`src/hdl/jcs_pkg.sv`:
```
// Shared word types and the regex lead-byte decoder for the comment stripper.
`default_nettype none

package jcs_pkg;

    typedef struct packed {
        logic [7:0] in_byte;
        logic       stream_end;
    } jcs_in_word_t;

    typedef struct packed {
        logic [7:0] out_byte;
        logic       run_last;
    } jcs_out_word_t;

    typedef struct packed {
        logic [1:0] count;
        logic [7:0] byte0;
        logic [7:0] byte1;
    } jcs_lex_result_t;

    localparam int unsigned QUEUE_DEPTH = 4;
    localparam int unsigned QUEUE_CW    = $clog2(QUEUE_DEPTH + 1);

    localparam logic [7:0] RESET_LAST = 8'h3B;

    function automatic logic is_regex_lead(input logic [7:0] b);
        logic r;
        begin
            unique case (b) inside
                8'h28, 8'h2C, 8'h3D, 8'h3A, 8'h5B, 8'h21, 8'h26, 8'h7C, 8'h3F, 8'h7B,
                8'h7D, 8'h3B, 8'h2B, 8'h2A, 8'h25, 8'h7E, 8'h5E, 8'h3C, 8'h3E: r = 1'b1;
                default: r = 1'b0;
            endcase
            return r;
        end
    endfunction

endpackage

`default_nettype wire

```
`src/hdl/js_comment_stripper.sv`:
```
// Top level of the streaming JavaScript comment stripper.
//
// Source text enters on the text channel one byte per word, with stream_end
// set on the final byte of a source. Stripped bytes leave on the result
// channel; run_last marks the last result word caused by one source byte.
// Both channels use valid and stall, and a word moves on a rising edge where
// valid is high and stall is low.
// An accepted byte is held in the input register, is lexed into a four-word
// output queue once the queue has room, and its first result is then offered
// from the head of the queue on the result channel.
// One source byte is taken every cycle while the queue holds at most two
// words; a byte makes zero, one or two result words, and the result channel
// moves one word per cycle, so bursts of two-word bytes are paced by it.
// When the receiver stalls the queue fills and the text channel stalls in
// turn; no word is lost. Reset clears the lexer to code mode and empties the
// queue and the input register.
`default_nettype none

module js_comment_stripper
(
    input  wire                      clk,
    input  wire                      rst_n,
    input  wire                      text_valid,
    output logic                     text_stall,
    input  wire jcs_pkg::jcs_in_word_t text_word,
    output logic                     result_valid,
    input  wire                      result_stall,
    output jcs_pkg::jcs_out_word_t   result_word
);
    import jcs_pkg::*;

    logic            in_valid_reg;
    jcs_in_word_t    in_word_reg;
    logic            room;
    logic            advance;
    jcs_lex_result_t lex_result;

    assign advance    = in_valid_reg && room;
    assign text_stall = in_valid_reg && !room;

    always_ff @(posedge clk or negedge rst_n)
    begin
        if (!rst_n)
            in_valid_reg <= 1'b0;
        else if (!text_stall)
            in_valid_reg <= text_valid;
    end

    always_ff @(posedge clk)
    begin
        if (text_valid && !text_stall)
            in_word_reg <= text_word;
    end

    jcs_lexer u_lexer
    (
        .clk     (clk),
        .rst_n   (rst_n),
        .advance (advance),
        .word    (in_word_reg),
        .result  (lex_result)
    );

    jcs_out_queue u_queue
    (
        .clk    (clk),
        .rst_n  (rst_n),
        .push   (advance),
        .result (lex_result),
        .room   (room),
        .valid  (result_valid),
        .stall  (result_stall),
        .word   (result_word)
    );

endmodule

`default_nettype wire

```
`src/hdl/jcs_lexer.sv`:
```
// Lexer state registers and the per-byte next-state and output logic.
`default_nettype none

module jcs_lexer
(
    input  wire                    clk,
    input  wire                    rst_n,
    input  wire                    advance,
    input  wire jcs_pkg::jcs_in_word_t word,
    output jcs_pkg::jcs_lex_result_t result
);
    import jcs_pkg::*;

    localparam logic [2:0] MODE_CODE  = 3'd0;
    localparam logic [2:0] MODE_DQ    = 3'd1;
    localparam logic [2:0] MODE_SQ    = 3'd2;
    localparam logic [2:0] MODE_TMPL  = 3'd3;
    localparam logic [2:0] MODE_LINE  = 3'd4;
    localparam logic [2:0] MODE_BLOCK = 3'd5;
    localparam logic [2:0] MODE_REGEX = 3'd6;

    localparam logic [7:0] CH_SLASH = 8'h2F;
    localparam logic [7:0] CH_STAR  = 8'h2A;
    localparam logic [7:0] CH_LF    = 8'h0A;
    localparam logic [7:0] CH_BSL   = 8'h5C;
    localparam logic [7:0] CH_DQ    = 8'h22;
    localparam logic [7:0] CH_SQ    = 8'h27;
    localparam logic [7:0] CH_TICK  = 8'h60;

    logic [2:0] mode_reg, mode_next;
    logic       held_reg, held_next;
    logic       star_reg, star_next;
    logic       esc_reg, esc_next;
    logic [7:0] last_reg, last_next;

    logic [7:0] c;
    logic [7:0] closer;
    logic       lit;
    logic       nl_ends;
    logic [1:0] cnt;
    logic [7:0] b0;
    logic [7:0] b1;

    assign c = word.in_byte;

    always_comb
    begin
        mode_next = mode_reg;
        held_next = held_reg;
        star_next = star_reg;
        esc_next  = esc_reg;
        last_next = last_reg;
        cnt       = 2'd0;
        b0        = 8'h00;
        b1        = 8'h00;
        lit       = 1'b0;
        nl_ends   = 1'b0;
        closer    = CH_SLASH;

        unique case (mode_reg)
            MODE_DQ:
            begin
                lit    = 1'b1;
                closer = CH_DQ;
            end
            MODE_SQ:
            begin
                lit    = 1'b1;
                closer = CH_SQ;
            end
            MODE_TMPL:
            begin
                lit    = 1'b1;
                closer = CH_TICK;
            end
            MODE_REGEX:
            begin
                lit     = 1'b1;
                nl_ends = 1'b1;
            end
            MODE_LINE:
            begin
                if (c == CH_LF)
                begin
                    mode_next = MODE_CODE;
                    b0        = CH_LF;
                    cnt       = 2'd1;
                    last_next = CH_LF;
                end
            end
            MODE_BLOCK:
            begin
                if (star_reg && c == CH_SLASH)
                begin
                    star_next = 1'b0;
                    mode_next = MODE_CODE;
                end
                else
                begin
                    star_next = (c == CH_STAR);
                    if (c == CH_LF)
                    begin
                        b0        = CH_LF;
                        cnt       = 2'd1;
                        last_next = CH_LF;
                    end
                end
            end
            default:
            begin
                if (held_reg)
                begin
                    held_next = 1'b0;
                    if (c == CH_SLASH)
                    begin
                        mode_next = MODE_LINE;
                    end
                    else if (c == CH_STAR)
                    begin
                        mode_next = MODE_BLOCK;
                        star_next = 1'b0;
                    end
                    else
                    begin
                        b0        = CH_SLASH;
                        cnt       = 2'd1;
                        last_next = CH_SLASH;
                        if (is_regex_lead(last_reg))
                        begin
                            mode_next = MODE_REGEX;
                            lit       = 1'b1;
                            nl_ends   = 1'b1;
                        end
                    end
                end
                else if (c == CH_SLASH && !word.stream_end)
                begin
                    held_next = 1'b1;
                end
                else if (c == CH_SLASH)
                begin
                    b0        = CH_SLASH;
                    cnt       = 2'd1;
                    last_next = CH_SLASH;
                end

                // A code byte that is not part of a slash sequence.
                if (!lit && c != CH_SLASH && !(held_reg && c == CH_STAR))
                begin
                    if (c == CH_DQ)
                        mode_next = MODE_DQ;
                    else if (c == CH_SQ)
                        mode_next = MODE_SQ;
                    else if (c == CH_TICK)
                        mode_next = MODE_TMPL;
                    if (cnt == 2'd0)
                        b0 = c;
                    else
                        b1 = c;
                    cnt       = cnt + 2'd1;
                    last_next = c;
                end
            end
        endcase

        // Literal bytes: strings, templates and regexes are copied verbatim.
        if (lit)
        begin
            if (cnt == 2'd0)
                b0 = c;
            else
                b1 = c;
            cnt       = cnt + 2'd1;
            last_next = c;
            if (esc_reg)
                esc_next = 1'b0;
            else if (c == CH_BSL)
                esc_next = 1'b1;
            else if (c == closer || (nl_ends && c == CH_LF))
                mode_next = MODE_CODE;
        end

        if (word.stream_end)
        begin
            mode_next = MODE_CODE;
            held_next = 1'b0;
            star_next = 1'b0;
            esc_next  = 1'b0;
            last_next = RESET_LAST;
        end
    end

    assign result.count = cnt;
    assign result.byte0 = b0;
    assign result.byte1 = b1;

    always_ff @(posedge clk or negedge rst_n)
    begin
        if (!rst_n)
        begin
            mode_reg <= MODE_CODE;
            held_reg <= 1'b0;
            star_reg <= 1'b0;
            esc_reg  <= 1'b0;
            last_reg <= RESET_LAST;
        end
        else if (advance)
        begin
            mode_reg <= mode_next;
            held_reg <= held_next;
            star_reg <= star_next;
            esc_reg  <= esc_next;
            last_reg <= last_next;
        end
    end

endmodule

`default_nettype wire

```
`src/hdl/jcs_out_queue.sv`:
```
// Shift queue that takes up to two result words per cycle and emits one unless stalled.
`default_nettype none

module jcs_out_queue
(
    input  wire                      clk,
    input  wire                      rst_n,
    input  wire                      push,
    input  wire jcs_pkg::jcs_lex_result_t result,
    output logic                     room,
    output logic                     valid,
    input  wire                      stall,
    output jcs_pkg::jcs_out_word_t   word
);
    import jcs_pkg::*;

    jcs_out_word_t         data_reg [QUEUE_DEPTH];
    jcs_out_word_t         data_next [QUEUE_DEPTH];
    logic [QUEUE_CW-1:0]   count_reg, count_next;
    logic [QUEUE_CW-1:0]   base;
    logic [QUEUE_CW-1:0]   n_push;
    logic                  pop;
    jcs_out_word_t         w0;
    jcs_out_word_t         w1;

    assign valid = (count_reg != '0);
    assign word  = data_reg[0];
    assign pop   = valid && !stall;
    assign room  = (count_reg <= QUEUE_CW'(QUEUE_DEPTH - 2));

    assign n_push = push ? QUEUE_CW'(result.count) : '0;
    assign base   = count_reg - QUEUE_CW'(pop);

    assign w0.out_byte = result.byte0;
    assign w0.run_last = (result.count == 2'd1);
    assign w1.out_byte = result.byte1;
    assign w1.run_last = 1'b1;

    always_comb
    begin
        for (int i = 0; i < QUEUE_DEPTH; i++)
        begin
            if (pop && i < QUEUE_DEPTH - 1)
                data_next[i] = data_reg[(i + 1) % QUEUE_DEPTH];
            else
                data_next[i] = data_reg[i];
            if (n_push != '0 && base == QUEUE_CW'(i))
                data_next[i] = w0;
            if (n_push == QUEUE_CW'(2) && base + QUEUE_CW'(1) == QUEUE_CW'(i))
                data_next[i] = w1;
        end
        count_next = base + n_push;
    end

    always_ff @(posedge clk)
    begin
        for (int i = 0; i < QUEUE_DEPTH; i++)
            data_reg[i] <= data_next[i];
    end

    always_ff @(posedge clk or negedge rst_n)
    begin
        if (!rst_n)
            count_reg <= '0;
        else
            count_reg <= count_next;
    end

endmodule

`default_nettype wire
```
`config.mk`:
```
export PLATFORM = sky130hd
export DESIGN_NAME = js_comment_stripper
export DESIGN_NICKNAME = d
export VERILOG_FILES = /design/src/hdl/jcs_pkg.sv /design/src/hdl/js_comment_stripper.sv /design/src/hdl/jcs_lexer.sv /design/src/hdl/jcs_out_queue.sv
export SDC_FILE = /design/constraint.sdc
export NUM_CORES = 1
export LEC_CHECK = 0
export ABC_CLOCK_PERIOD_IN_PS = 4500
export BUFFER_PORTS_ARGS = -buffer_cell sky130_fd_sc_hd__buf_2
export CAP_MARGIN = 20
export CORE_MARGIN = 2
export CORE_UTILIZATION = 60
export CTS_BUF_LIST = sky130_fd_sc_hd__clkbuf_16
export CTS_CLUSTER_SIZE = 24
export DETAILED_ROUTE_END_ITERATION = 8
export GPL_TIMING_DRIVEN = 0
export PLACE_DENSITY = 0.79
export SYNTH_ARGS = -nofsm -noshare
export SYNTH_HDL_FRONTEND = slang
export SYNTH_SLANG_ARGS = --single-unit
```
`constraint.sdc`:
```
create_clock -name clk -period 4.5 [get_ports clk]
set_input_delay 0.225 -clock clk [delete_from_list [all_inputs] [get_ports clk]]
set_output_delay 0.225 -clock clk [all_outputs]
set_load 0.05 [all_outputs]
```
==> impl_metrics.py <==
metrics = {
    "critical_path": {
        "criticalPathCategory": "reg2reg",
        "critical-path-slowest-cell": "sky130_fd_sc_hd__or4b_1",
        "critical-path-max-stage-delay_ps": 500,
        "crit_path_max_fanout": 10,
        "worstPathCellList": "buf_6 -> or4b_1 -> buf_2 -> a211o_4 -> a31oi_4 -> nor2_1 -> ha_1 -> a21boi_4 -> ha_1 -> nand2_1 -> nor3b_2 -> a31oi_4 -> nor4_4 -> buf_4 -> and3_1 -> a311o_1",
        "setup.worst_path.start_class": "flip-flop",
        "cp.arrival_ps": 4430,
        "required_ps": 4580,
        "worst_setup_path_end_kind": "flip-flop",
    },
    "floorplan": {
        "floorplan.initialDensity_pct": 62.7,
        "floorplan.die.height_um": 85.7,
        "die_width_um": 85.7,
        "design.portCount": 24,
        "num_rows": 29,
        "floorplan.die_area_mm2": 0.00735,
        "floorplan.core_area_mm2": 0.00639,
    },
    "clock_network": {
        "numCtsBuffers": 9,
        "clock_tree_from_tritoncts": "done",
        "clock_tree.root_cell": "sky130_fd_sc_hd__clkbuf_16",
        "clock_pin_slew_of_the_registers_on_the_worst_case_setup_and_hold_paths_ps": 60,
        "clock_tree.htree_level_count": 3,
        "clk_path_buf_depth": 2,
        "clock_network_latency_to_the_later_pin_of_the_worst_skew_pair_ps": 330,
        "clock-sinks": 63,
    },
    "finish": {
        "post_route_cells_drive_above_1_share_pct": 18.4,
        "flow.area_growth_from_synthesis_pct": 16.9,
        "n_fill_cell": 454,
        "mostFrequentLayoutCells": "sky130_fd_sc_hd__nor2_1 (41), sky130_fd_sc_hd__edfxtp_1 (41), sky130_fd_sc_hd__nand2_1 (36)",
        "antennaDiodeCount": 0,
        "final_cell_count_no_fill": 538,
        "finish.net_count": 476,
        "max_ffs_per_register": 36,
    },
    "grt": {
        "grt-ovfl-total": 0,
        "grtUsageTotal_pct": 31.5,
        "antenna_violations_before_repair": 0,
        "wire_length_of_the_first_global_routing_pass_mm": 17.7,
        "largest_net_degree_at_the_start_of_global_routing": 19,
        "first_global_vias": 3429,
    },
    "route": {
        "route.vias.total": 3715,
        "postRouteAntennaNets": 0,
        "route.detailed.drc": 0,
        "wirelength_mm": 11.0,
        "via_cell_ratio": 6.91,
        "firstDrtPassIters": 7,
        "drtIter0Drc": 523,
        "per_cell_routed_wire_length_um": 20.5,
    },
    "placed_design": {
        "dp_hpwl_mm": 7.82,
        "place_inst": 516,
        "portBuffers": 23,
        "gp_congestion": 0.928,
    },
    "synthesis": {
        "flip_flop_and_latch_count_after_synthesis": 63,
        "yosys_warnings": 0,
        "synth_seq_area_share_pct": 44.1,
        "post_synth_num_cell_types": 72,
        "async_flop_share_pct": 28.6,
        "synthFlopType": "sky130_fd_sc_hd__edfxtp_1",
        "syn-mean-instance-area_um2": 9.63,
        "postSynthCellCount": 416,
        "synth.cell_area_mm2": 0.00401,
        "synth_edf_count": 41,
        "synth_fp_nets": 436,
    },
    "timing": {
        "min_period_ps": 4360,
        "setup_violations": 0,
        "max_clock_freq_mhz": 230,
        "finalHoldViolCount": 0,
        "fin_worst_skew_ps": 9.43,
        "tightestPinTransition_ps": 932,
        "maxSlewViolCount": 0,
        "max_slew_margin_pct": 37.3,
        "final.period_utilization_pct": 96.8,
        "whs_ps": 66.8,
    },
    "power": {
        "leakagePower_nw": 1.72,
        "cellPowerDensity_mw_per_mm2": 702,
        "ir_worst_vdd_v": 0.000748,
    },
    "run": {
        "cap_violations": 0,
    },
    "run_status": {
        "run_status": "finished, final reports clean",
    },
    "min_path": {
        "worst_min_delay_path_category": "in2reg",
    },
}
Yosys cell counts, drive strengths merged, types with 7 or more instances:
master  count  area [um2]
a31oi       7        56.3
and3       12        75.1
edfxtp     41        1230
a21o        7        52.6
o21ai      22         110
o22ai      11        68.8
clkbuf     17        63.8
a311o       9        90.1
inv        12        45.0
dfrtp      13         325
a21oi      30         165
buf         9        53.8
nor2       42         158
nand2      38         143
nand2b     10        62.6
a22o       11        96.3
nand3       9        50.1
layer usage:
metal  up-vias  global-route usage [%]  share of wire (%)
met4         0                    11.8                2.0
met5         -                       0                  0
li1       1681                       -                  -
met2       263                    46.4                 44
met3        23                    4.81                 12
met1      1748                    47.3                 42
repair_timing:
item                                    in CTS  in global routing
endpoints found under the hold margin       13                  0
cloned                                       0                  0
buffers inserted                             1                  6
resized for setup                            9                  2
pin swaps                                    1                  2
endpoints found under the setup margin      64                 58
hold buffers                                 1                  0
path summary, 6_finish.rpt:
kind	startpoint	end	slack, ps	depth (start not counted)
min reg2reg	u_lexer.last_reg[5]$_DFFE_PN1P_	u_lexer.last_reg[5]$_DFFE_PN1P_	500	2
min	text_word[0]	in_word_reg[0]$_DFFE_PP_	70	1
min in group asynchronous	rst_n	u_lexer.star_reg$_DFFE_PN0P_	360	2
max	in_word_reg[7]$_DFFE_PP_	u_queue.data_reg[2][1]$_DFFE_PP_	140	16
max reg2reg	in_word_reg[7]$_DFFE_PP_	u_queue.data_reg[2][1]$_DFFE_PP_	140	16
max in group asynchronous	rst_n	u_lexer.last_reg[5]$_DFFE_PN1P_	3800	2
critical path: cells and delay by family, from the launching register on:
| family | cells | cell delay, ps |
|---|---|---|
| adders and majority gates | 2 | 640 |
| AOI/OAI and AO/OA | 5 | 1520 |
| DFF | 1 | 380 |
| buffers and inverters | 3 | 510 |
| and+or+nand+nor | 6 | 1030 |
power by group:
part	leakage [nW]	internal, mW	switching (mW)	total, mW
logic	0.900	0.460	1.04	1.50
clock network	0.171	0.537	0.246	0.783
registers	0.654	0.898	0.110	1.01
total	1.72	1.90	1.39	3.29
logic make-up (layout without fill, tap and decap cells):
group                    count (synthesis)  after routing  synth area share (%)
multiplexers                             2              2                 0.500
XOR/XNOR                                 3              3                 0.656
AND/OR/NAND/NOR                        158            158                  21.2
buffers and inverters                   38             83                  4.06
flip-flops                              63             63                  44.1
adder cells (fa/ha/maj)                  7              7                  2.37
AO/OA/AOI/OAI                          145            145                  27.0
cell type report:
| cell class | instances | area (um2) | area share (%) |
|---|---|---|---|
| Sequential cell | 63 | 1770 | 37.8 |
| Tap cell | 77 | 96.3 | 2.06 |
| Clock buffer | 9 | 225 | 4.81 |
| Timing Repair Buffer | 31 | 178 | 3.79 |
| Clock inverter | 7 | 113 | 2.40 |
| Buffer | 24 | 110 | 2.35 |
| Multi-Input combinational cell | 315 | 2150 | 45.9 |
| Inverter | 12 | 45.0 | 0.962 |
metrics by stage:
step                utilization, %  cell area (um2)  TNS, ps  setup WS (ps)  power [mW]
CTS                           72.6             4640        0           43.8        3.23
global placement              66.0             4220    -8940           -238        2.35
finish                        73.3             4680        0            144        3.29
detailed placement            66.0             4220   -12820           -352        2.38
global route                  73.3             4680     -169          -21.7        3.46
floorplan                        -             4010        0            421        2.04
Power figures use the tool's default switching activity.
